--- src/rtl/core/pdf_pkg.sv ---
// shared constants and types for the pareto dominance filter
// no dependencies; used by pdf_cmp and the top level
package pdf_pkg;

  localparam int TABLE_DEPTH  = 16;
  localparam int MAX_MEASURES = 4;
  localparam int MEAS_W       = 32;
  localparam int POINT_W      = MAX_MEASURES * MEAS_W;
  localparam int SLOT_W       = $clog2(TABLE_DEPTH);
  localparam int COUNT_W      = $clog2(TABLE_DEPTH + 1);
  localparam int CFG_W        = 3;

  typedef logic [MAX_MEASURES-1:0][MEAS_W-1:0] point_t;
  typedef logic [MAX_MEASURES-1:0]             meas_mask_t;

  // outcome of one candidate versus stored point comparison
  typedef struct packed {
    logic cand_no_smaller;    // stored point dominates the candidate
    logic stored_no_smaller;  // candidate dominates the stored point
  } cmp_res_t;

endpackage

--- src/rtl/core/pdf_ram.sv ---
// generic single write port, single read port ram with registered read
// no dependencies
module pdf_ram #(
  parameter int WIDTH = 32,
  parameter int DEPTH = 16
) (
  input  logic                     clk,
  input  logic                     we,
  input  logic [$clog2(DEPTH)-1:0] waddr,
  input  logic [WIDTH-1:0]         wdata,
  input  logic [$clog2(DEPTH)-1:0] raddr,
  output logic [WIDTH-1:0]         rdata
);

  logic [WIDTH-1:0] mem [DEPTH];

  always_ff @(posedge clk) begin
    if (we) begin
      mem[waddr] <= wdata;
    end
    rdata <= mem[raddr];
  end

endmodule

--- src/rtl/core/pdf_cmp.sv ---
// shared two-way dominance compare of the candidate against one stored point
// depends on pdf_pkg
module pdf_cmp (
  input  pdf_pkg::point_t     cand,
  input  pdf_pkg::point_t     stored,
  input  pdf_pkg::meas_mask_t act_mask,
  output pdf_pkg::cmp_res_t   res
);

  always_comb begin
    res.cand_no_smaller   = 1'b1;
    res.stored_no_smaller = 1'b1;
    for (int i = 0; i < pdf_pkg::MAX_MEASURES; i++) begin
      if (act_mask[i]) begin
        if ($signed(cand[i]) < $signed(stored[i])) begin
          res.cand_no_smaller = 1'b0;
        end
        if ($signed(stored[i]) < $signed(cand[i])) begin
          res.stored_no_smaller = 1'b0;
        end
      end
    end
  end

endmodule

--- src/rtl/core/pareto_dominance_filter_top.sv ---
// top level of the pareto dominance filter: sequencer, slot valid bits, counters
// depends on pdf_pkg, pdf_ram, pdf_cmp
//
// usage:
//   a request is taken at a rising edge with start high and busy low; func
//   and measure_0..measure_3 are sampled then. func 0 only tests whether the
//   candidate is dominated; func 1, if it is not dominated, also removes stored
//   points it dominates and stores the candidate in the lowest free slot, if any.
//   cfg_wr_en / cfg_wr_data set the number of compared measures (reset 2);
//   write it only while busy is low.
//   the result (accepted, removed_count, entry_count, overflow) appears for
//   exactly one cycle with done high, after the scan and the table update.
//   the receiver cannot stall: done is a one-cycle strobe.
//   a request is finished before the next is taken: the scan sends one table
//   slot per cycle through the shared comparator, behind the registered ram
//   read, then the finish state updates the table; busy is low in the cycle done
//   is high, so the next request is taken at the edge that ends that cycle.
//   synchronous reset empties the table and returns the config to 2
//   measures; point storage itself is not cleared, only its valid bits.
module pareto_dominance_filter_top (
  input  logic                           clk,
  input  logic                           rst,
  input  logic                           start,
  output logic                           busy,
  input  logic                           func,
  input  logic signed [31:0]             measure_0,
  input  logic signed [31:0]             measure_1,
  input  logic signed [31:0]             measure_2,
  input  logic signed [31:0]             measure_3,
  input  logic                           cfg_wr_en,
  input  logic [pdf_pkg::CFG_W-1:0]      cfg_wr_data,
  output logic                           done,
  output logic                           accepted,
  output logic [pdf_pkg::COUNT_W-1:0]    removed_count,
  output logic [pdf_pkg::COUNT_W-1:0]    entry_count,
  output logic                           overflow
);

  typedef enum logic [1:0] {
    ST_IDLE,
    ST_SCAN,
    ST_FINISH
  } state_t;

  state_t                            state;
  logic [pdf_pkg::COUNT_W-1:0]       cnt;
  pdf_pkg::point_t                   cand;
  logic                              ext;
  pdf_pkg::meas_mask_t               act_mask;
  logic                              dominated;
  logic [pdf_pkg::TABLE_DEPTH-1:0]   rm_mask;
  logic [pdf_pkg::COUNT_W-1:0]       rm_cnt;
  logic [pdf_pkg::TABLE_DEPTH-1:0]   valid;
  logic [pdf_pkg::COUNT_W-1:0]       held;
  logic [pdf_pkg::CFG_W-1:0]         measures_in_use;

  pdf_pkg::meas_mask_t               act_mask_next;
  logic [pdf_pkg::CFG_W-1:0]         eff_n;
  logic [pdf_pkg::POINT_W-1:0]       rdata;
  pdf_pkg::cmp_res_t                 cr;
  logic [pdf_pkg::SLOT_W-1:0]        cmp_slot;
  logic                              do_ext;
  logic [pdf_pkg::TABLE_DEPTH-1:0]   valid_next;
  logic [pdf_pkg::TABLE_DEPTH-1:0]   valid_upd;
  logic                              free_found;
  logic [pdf_pkg::SLOT_W-1:0]        free_slot;
  logic [pdf_pkg::COUNT_W-1:0]       held_next;
  logic                              ram_we;

  assign busy = (state != ST_IDLE);

  // zero counts as one measure, values above the limit saturate
  always_comb begin
    if (measures_in_use == '0) begin
      eff_n = pdf_pkg::CFG_W'(1);
    end else if (measures_in_use > pdf_pkg::CFG_W'(pdf_pkg::MAX_MEASURES)) begin
      eff_n = pdf_pkg::CFG_W'(pdf_pkg::MAX_MEASURES);
    end else begin
      eff_n = measures_in_use;
    end
    for (int i = 0; i < pdf_pkg::MAX_MEASURES; i++) begin
      act_mask_next[i] = (i < int'(eff_n));
    end
  end

  // slot whose data comes out of the ram this cycle
  assign cmp_slot = cnt[pdf_pkg::SLOT_W-1:0] - pdf_pkg::SLOT_W'(1);

  pdf_ram #(
    .WIDTH (pdf_pkg::POINT_W),
    .DEPTH (pdf_pkg::TABLE_DEPTH)
  ) u_points (
    .clk   (clk),
    .we    (ram_we),
    .waddr (free_slot),
    .wdata (cand),
    .raddr (cnt[pdf_pkg::SLOT_W-1:0]),
    .rdata (rdata)
  );

  pdf_cmp u_cmp (
    .cand     (cand),
    .stored   (pdf_pkg::point_t'(rdata)),
    .act_mask (act_mask),
    .res      (cr)
  );

  // table update for the finishing item
  always_comb begin
    do_ext     = ext && !dominated;
    valid_next = do_ext ? (valid & ~rm_mask) : valid;
    free_found = 1'b0;
    free_slot  = '0;
    for (int i = pdf_pkg::TABLE_DEPTH - 1; i >= 0; i--) begin
      if (!valid_next[i]) begin
        free_found = 1'b1;
        free_slot  = pdf_pkg::SLOT_W'(i);
      end
    end
    valid_upd = valid_next;
    if (do_ext && free_found) begin
      valid_upd[free_slot] = 1'b1;
    end
    held_next = held;
    if (do_ext) begin
      held_next = held - rm_cnt + (free_found ? pdf_pkg::COUNT_W'(1) : '0);
    end
    ram_we = (state == ST_FINISH) && do_ext && free_found;
  end

  always_ff @(posedge clk) begin
    if (rst) begin
      state           <= ST_IDLE;
      valid           <= '0;
      held            <= '0;
      measures_in_use <= pdf_pkg::CFG_W'(2);
      done            <= 1'b0;
      cnt             <= '0;
    end else begin
      if (cfg_wr_en) begin
        measures_in_use <= cfg_wr_data;
      end
      unique case (state)
        ST_IDLE: begin
          done <= 1'b0;
          if (start) begin
            cand      <= {measure_3, measure_2, measure_1, measure_0};
            ext       <= func;
            act_mask  <= act_mask_next;
            dominated <= 1'b0;
            rm_mask   <= '0;
            rm_cnt    <= '0;
            cnt       <= '0;
            state     <= ST_SCAN;
          end
        end
        ST_SCAN: begin
          cnt <= cnt + pdf_pkg::COUNT_W'(1);
          // first cycle only issues the read of slot 0
          if (cnt != '0 && valid[cmp_slot]) begin
            if (cr.cand_no_smaller) begin
              dominated <= 1'b1;
            end
            if (cr.stored_no_smaller) begin
              rm_mask[cmp_slot] <= 1'b1;
              rm_cnt            <= rm_cnt + pdf_pkg::COUNT_W'(1);
            end
          end
          if (cnt == pdf_pkg::COUNT_W'(pdf_pkg::TABLE_DEPTH)) begin
            state <= ST_FINISH;
          end
        end
        ST_FINISH: begin
          valid         <= valid_upd;
          held          <= held_next;
          done          <= 1'b1;
          accepted      <= !dominated;
          removed_count <= do_ext ? rm_cnt : '0;
          entry_count   <= held_next;
          overflow      <= do_ext && !free_found;
          state         <= ST_IDLE;
        end
        default: begin
          done  <= 1'b0;
          state <= ST_IDLE;
        end
      endcase
    end
  end

endmodule
--- config.mk ---
export PLATFORM = sky130hd
export DESIGN_NAME = pareto_dominance_filter_top
export DESIGN_NICKNAME = d
export VERILOG_FILES = /design/src/rtl/core/pdf_pkg.sv /design/src/rtl/core/pdf_ram.sv /design/src/rtl/core/pdf_cmp.sv /design/src/rtl/core/pareto_dominance_filter_top.sv
export SDC_FILE = /design/constraint.sdc
export NUM_CORES = 2
export LEC_CHECK = 0
export ABC_AREA = 1
export BUFFER_PORTS_ARGS = -buffer_cell sky130_fd_sc_hd__buf_2
export CORE_MARGIN = 2
export CORE_UTILIZATION = 35
export DETAILED_ROUTE_END_ITERATION = 8
export PLACE_DENSITY_LB_ADDON = 0.1
export SLEW_MARGIN = 20
export SYNTH_ARGS = -nofsm -noshare
export SYNTH_HDL_FRONTEND = slang
export SYNTH_SLANG_ARGS = --single-unit
--- constraint.sdc ---
create_clock -name clk -period 13.5 [get_ports clk]
set_input_delay 1.35 -clock clk [delete_from_list [all_inputs] [get_ports clk]]
set_output_delay 1.35 -clock clk [all_outputs]
set_load 0.02 [all_outputs]
# After elaboration in Yosys (flattened, before gate mapping)
# Memory sizes are Yosys's and may differ from the RTL's. A register that Yosys moved wholly into a read port is not among the register bits.
# Cells that the tools add are included.
dict set report word_totals {
  regBits 199
  output_inout_bits 14
  ram_bits 2048
  word_cells 151
  mem_count 1
}
# memory depth word_bits rd rd_clocked_by_memory_dff wr line
set memory_table {}
lappend memory_table {u_points.mem 16 128 1 1 1 pdf_ram.sv:15} ;# logic [WIDTH-1:0] mem [DEPTH];
dict set report classes {
  addsub 5
  n_eq_ne 8
  reduce_logical 21
  order_cmp 17
  n_mux 75
  bitwise 5
}
# cell count
set ops {}
lappend ops {{32-bit < comparator} 8}
lappend ops {{16-bit 2-to-1 mux} 5}
lappend ops {{4-bit 2-to-1 mux} 16}
lappend ops {{1-bit 2-to-1 mux} 33}
lappend ops {{16-bit OR} 2}
lappend ops {{16-bit one-hot mux with 2 select lines} 1}
lappend ops {{5-bit 2-to-1 mux} 4}
lappend ops {{5-bit one-hot mux with 2 select lines} 2}
lappend ops {{16-bit bitwise AND} 1}
lappend ops {{16-bit inverter} 1}
lappend ops {{2-bit 2-to-1 mux} 6}
lappend ops {{5-bit by 1-bit adder with 5-bit output (second input constant)} 2}
lappend ops {{4-bit by 5-bit < comparator with 1-bit output (second input constant)} 2}
lappend ops {{2-bit inequality test (second input constant)} 5}
lappend ops {{5-bit AND reduction} 2}
lappend ops {{1-bit demux with 4-bit select} 2}
lappend ops {{4-bit by 1-bit >= comparator with 1-bit output (second input constant)} 2}
lappend ops {{1-bit logical AND} 8}
lappend ops {{1-bit by 3-bit < comparator with 1-bit output (first input constant)} 2}
lappend ops {{2-bit by 3-bit < comparator with 1-bit output (first input constant)} 2}
lappend ops {{3-bit 2-to-1 mux} 2}
lappend ops {{2-bit AND reduction} 3}
lappend ops {{5-bit by 1-bit adder with 5-bit output} 1}
lappend ops {{5-bit equality test (second input constant)} 1}
lappend ops {{other kinds (15)} 18}

# Logic depth before layout (Yosys ltp)
dict set report depth {
  depth_word 25
  mapped_depth 21
}

# Modules after synthesis
# A second synthesis with hierarchy kept.
dict set report hier_totals {
  hier_cells 8968
  hier_area_um2 98882.3
}
# mod seq_area_each_um2 n_inst area_per_inst_um2 cells_per_inst
set by_module_without_submodules {}
lappend by_module_without_submodules {pdf_ram 64061.4 1 87617.8 7786}
lappend by_module_without_submodules {pareto_dominance_filter_top 5655.4 1 7663.6 592}
lappend by_module_without_submodules {pdf_cmp 0.0 1 3601.0 590}

# Least setup slack after synthesis
# Ideal clock, no wire load.
dict set report synth_path {
  path_kind {register to register}
  from {register dominated}
  to {memory u_points.mem[0][0] (netlist bit) (enable)}
  synth_period_minus_slack_ns 10.888
  arrival_ns 10.116
  required_time_ns 12.728
  n_path_buf 0
  path_stages_with_launch 20
  path_slack_ns 2.612
  path_cell_list {edfxtp_1 > inv_2 > nand2_4 > o21ai_2 > inv_1 > nand2_1 > nand2_1 > nand2_1 > nand2_1 > nand2_1 > nand2_1 > nand2_1 > nand2_1 > nand2_1 > nand2_1 > nand2_2 > nand2_4 > nand2_2 > nand2_1 > nor3_1}
}
dict set report synth_via {
  elab_chain_len 22
}
# item line
set synth_lines {}
lappend synth_lines {{from (decl)} pareto_dominance_filter_top.sv:50} ;# logic dominated;
lappend synth_lines {{from (signal assigned)} pareto_dominance_filter_top.sv:150} ;# dominated <= 1'b0;
lappend synth_lines {{from (signal assigned)} pareto_dominance_filter_top.sv:162} ;# dominated <= 1'b1;
lappend synth_lines {{1-bit logical NOT (*)} pareto_dominance_filter_top.sv:110} ;# do_ext = ext && !dominated;
lappend synth_lines {{1-bit logical AND (*)} pareto_dominance_filter_top.sv:110}
lappend synth_lines {{16-bit 2-to-1 mux} pareto_dominance_filter_top.sv:111} ;# valid_next = do_ext ? (valid & ~rm_mask) : valid;
lappend synth_lines {{1-bit 2-to-1 mux (16 in series)} pareto_dominance_filter_top.sv:115} ;# if (!valid_next[i]) begin
lappend synth_lines {{1-bit logical AND} pareto_dominance_filter_top.sv:128} ;# ram_we = (state == ST_FINISH) && do_ext && free_found;
lappend synth_lines {{1-bit 2-to-1 mux} pdf_ram.sv:18} ;# if (we) begin
lappend synth_lines {{1-bit 2-to-1 mux (not written as such)} pdf_ram.sv:19} ;# mem[waddr] <= wdata;
lappend synth_lines {{to (decl)} pdf_ram.sv:15}
# Mark *: on every way between the ends. The rest lies on a longest branch, timed or not.

# Worst setup path after layout
dict set report layout_path {
  from {register ext}
  to {memory u_points.mem[15][30] (netlist bit) (enable)}
}
dict set report layout_via {
  elab_chain_len 21
}
# item line
set layout_lines {}
lappend layout_lines {{from (decl)} pareto_dominance_filter_top.sv:48} ;# logic ext;
lappend layout_lines {{from (signal assigned)} pareto_dominance_filter_top.sv:148} ;# ext <= func;
lappend layout_lines {{1-bit logical AND (*)} pareto_dominance_filter_top.sv:110}
lappend layout_lines {{16-bit 2-to-1 mux} pareto_dominance_filter_top.sv:111}
lappend layout_lines {{1-bit 2-to-1 mux (16 in series)} pareto_dominance_filter_top.sv:115}
lappend layout_lines {{1-bit logical AND} pareto_dominance_filter_top.sv:128}
lappend layout_lines {{1-bit 2-to-1 mux} pdf_ram.sv:18}
lappend layout_lines {{1-bit 2-to-1 mux (not written as such)} pdf_ram.sv:19}
# Marked as above.

==> results by group <==
Clock network
  • Clock insertion delay at the later pin of the skew report: 0.93 ns
  • Clock-pin slew on the worst setup and hold paths: 0.06 ns
  • Max Root-Sink Buffers: 4
  • CTS Buf Count: approximately 290
  • Hold Buf Count CTS: 0
  • CTS Root Cell: clkbuf_16
  • Clock sinks: about 2400
  • Setup Buffers After CTS: 0
  • TritonCTS clock tree: done
  • Cts repair resizes: 0
  • H-tree depth: 5

Floorplanning
  • Row Count: roughly 190
  • Die width: a little over 500 um
  • Initial Utilization: 0.3511
  • Die H: slightly above 500 um
  • Total I/O pin count: 150
  • Die Area: approximately 270000 um^2
  • Core area: about 260000 um^2

Yosys
  • Yosys top cell by area: edfxtp_1
  • Avg Synthesized Cell Area: ~14 um^2
  • Post-Syn Nets: a little over 7000
  • YS warnings: 0
  • Top cells by area, synth: edfxtp_1 (72%), o21ai_0 (5.8%), nor2_1 (4.5%)
  • Cells after Synth: 6797
  • Cell variety after synth: 54
  • Seq/Total Area, Yosys: 0.7592
  • Cell Area, Synth: between 90000 and 100000 um^2
  • Async SR Flop Fraction: 0
  • Top cell type's share of synthesized area: 0.7243
  • Number of flops mapped to enable cells by yosys: roughly 2200
  • #FFs+latches synth: 2375
  • Main flop type after synthesis: edfxtp_1

Worst setup path
  • Crit end category: register
  • Crit path max fanout: 50
  • Critical path class: reg -> reg
  • CP required: around 14 ns
  • Arr. time, crit path: between 5 and 6 ns
  • CP Launch Type: register

Power
  • Leakage power: 0.03510 uW
  • Power Total: 16150 uW
  • Combinational share of power: 0.049
  • Clock power share: 0.445
  • Psw: between 3000 and 4000 uW
  • Pint: 12580 uW
  • Power density over the cells: ~150 nW/um^2
  • Peak VDD IR: roughly 0.16 mV
  • Power share of the sequential group: 0.506
  • Net Sw Frac: 0.2207

STA
  • Tcrit/Tclk final: 0.3578
  • Final setup vio count: 0
  • Slew Limit Fails: 0
  • Unrepaired setup endpoints after global routing: no
  • Relative slew margins: 0.2313
  • Setup Skew: about 0.054 ns
  • Period minus WS final: 4.830 ns
  • Worst slew pin tran: around 1.2 ns
  • Setup TNS: 0 ns
  • Fmax achieved: slightly above 200 MHz
  • Fin. Hold Viols: 0

Global route
  • First-pass GRT wire length: between 300000 and 400000 um
  • Total gr overflow: 0
  • Tot GR Track Use: 0.1930
  • Antenna violations before repair: 8
  • Number of global-route vias before repair: 55279
  • Largest net degree at the start of global routing: ~210

Route
  • Post-DRT Antenna Nets: 0
  • DRT iter0 DRCs: 4686
  • WL final: around 260000 um
  • Detailed-route via count: 55718
  • TritonRoute pass-1 iters: 5
  • DRC: 0
  • Drt via density: 5.232
  • DR WL/cell: 24.46 um

Finish
  • Fin nets: ~7200
  • Footprint of the multi-input gates: approximately 20000 um^2
  • Fraction of layout cells with a size suffix above 1: 0.09518
  • Sequential cell area: ~70000 um^2
  • Design area: 105200 um^2
  • Area growth, synth to finish: 14.53%
  • Fill cells: approximately 25000

Worst hold path
  • Worst min path class: reg -> reg

Status
  • Run status: finished, final reports clean

Placed design
  • Post-DP Area: ~97000 um^2
  • Gpl congestion: ~0.8
  • I/O Buffers: approximately 150
  • Post-DP HPWL: roughly 130000 um

Flow run
  • Maxcap violations: 0
## layer usage
metal  wire length, um  GRT usage
met1            121900     0.2748
met2            119900     0.3054
met3             12550    0.03071
met4              6163    0.05338
met5                45          0
## power by group through the flow
stage | Sequential, uW | Combinational [uW] | Clock [uW]
floorplan | 8290 | 531 | 0
global placement | 8320 | 802 | 0
detailed placement | 8320 | 804 | 0
CTS | 8170 | 808 | 7370
global route | 8180 | 902 | 7660
finish | 8170 | 794 | 7190
## registers in the layout (all words and copies together), names as in the netlist
name             flops
u_points.mem      2048
cand               128
u_points.rdata     128
rm_mask             16
valid               16
cnt                  5
entry_count          5
held                 5
removed_count        5
rm_cnt               5
act_mask             4
measures_in_use      3
state                2
accepted             1
dominated            1
done                 1
ext                  1
overflow             1
## cells in the mapped netlist (2+ instances only)
library cell,instances
nor4_1,4
a221oi_1,4
nor4b_1,2
a211oi_1,2
nand2_2,2
dfxtp_1,160
xor2_1,3
nand2_1,421
o21a_1,4
clkbuf_1,339
nand3_2,3
o211ai_1,84
o221ai_1,179
nand4_1,19
o21ai_0,1067
nand3_1,213
nand2_4,3
a21oi_1,125
o22ai_1,335
buf_4,3
inv_2,5
xnor2_1,2
nor2_1,1100
inv_1,225
buf_2,59
o21ai_1,9
o21ai_2,3
nor2_2,2
ha_1,142
nand3b_1,2
edfxtp_1,2215
buf_1,24
nor3_1,10
a31oi_1,7
## kinds of logic after synthesis
family                   count (synthesis)  synth area share
XOR/XNOR                                 5         0.0004770
buffers and inverters                  658           0.02803
flip-flops                            2375            0.7592
adder cells (fa/ha/maj)                143           0.01957
AND/OR/NAND/NOR                       1787           0.07791
AO/OA/AOI/OAI                         1828            0.1148
other                                    1        0.00004084
## cell type report
| class | count | area share |
|---|---|---|
| diodes | 1 | 0.00002379 |
| clock buffers | 400 | 0.07496 |
| clock inverters | 94 | 0.006971 |
| inverters | 231 | 0.008673 |
| multi-input cells | 3764 | 0.1870 |
| flip-flops and latches | 2375 | 0.6630 |
| well taps | 3515 | 0.04182 |
| repair buffers | 270 | 0.01755 |
## metrics by stage
step	hold WS, ns	util	instances	setup WS [ns]
6_report	0.4752	0.4021	10650	8.670
5_1_grt	0.5007	0.4021	10650	8.282
4_1_cts	0.4763	0.4020	10648	8.552
3_5_place_dp	0.4654	0.3690	10154	8.593
3_3_place_gp	0.4441	0.3690	10154	8.686
2_1_floorplan	0.4290	-	6797	2.612
## critical path, cell delays in order (launching register included)
cell and delay, ns:
edfxtp_1 0.45, nand2_4 0.32, o21ai_0 0.17, nor2_1 0.21, nand2_1 0.09, nand2_1 0.07, nand2_1 0.06, nand2_1 0.06
nand2_1 0.25, inv_1 0.25, nand2_1 0.22, nor2_4 0.42, buf_4 0.89, buf_4 0.83
## cells in the final DEF, fill, tap and decap left out, types with 3 or more instances in the layout
cell | netlist | routed
clkbuf_16 | 0 | 293
o21ai_0 | 1067 | 1067
nor2_4 | 1 | 16
xor2_1 | 3 | 3
clkinv_2 | 0 | 30
a31oi_1 | 7 | 7
inv_1 | 225 | 222
nand3_1 | 213 | 213
buf_4 | 3 | 105
nand3_2 | 3 | 3
clkinv_1 | 1 | 43
clkinvlp_4 | 0 | 3
nor2_1 | 1100 | 1085
inv_8 | 0 | 6
nand2_1 | 421 | 421
inv_2 | 5 | 3
o211ai_1 | 84 | 84
buf_2 | 59 | 149
nand2_4 | 3 | 3
bufinv_16 | 0 | 11
nand4_1 | 19 | 19
clkbuf_1 | 339 | 92
a221oi_1 | 4 | 4
o21ai_2 | 3 | 3
dfxtp_1 | 160 | 156
edfxtp_1 | 2215 | 2215
o21a_1 | 4 | 4
o221ai_1 | 179 | 179
o22ai_1 | 335 | 335
clkbuf_8 | 0 | 15
a21oi_1 | 125 | 124
o21ai_1 | 9 | 9
nor3_1 | 10 | 9
ha_1 | 142 | 142
dfxtp_4 | 0 | 4
buf_12 | 0 | 15
nor4_1 | 4 | 3
inv_6 | 0 | 5
## path summary, 6_finish.rpt
path,endpoint,slack [ns],from,cells past startpoint
worst max register to register,u_points.mem[15][30],8.67,ext,13
worst min-delay path,measures_in_use[0],0.48,measures_in_use[0],2
worst min register to register,measures_in_use[0],0.48,measures_in_use[0],2
worst max-delay path,u_points.mem[15][30],8.67,ext,13
Note: power is estimated with default switching activity, not from simulation.
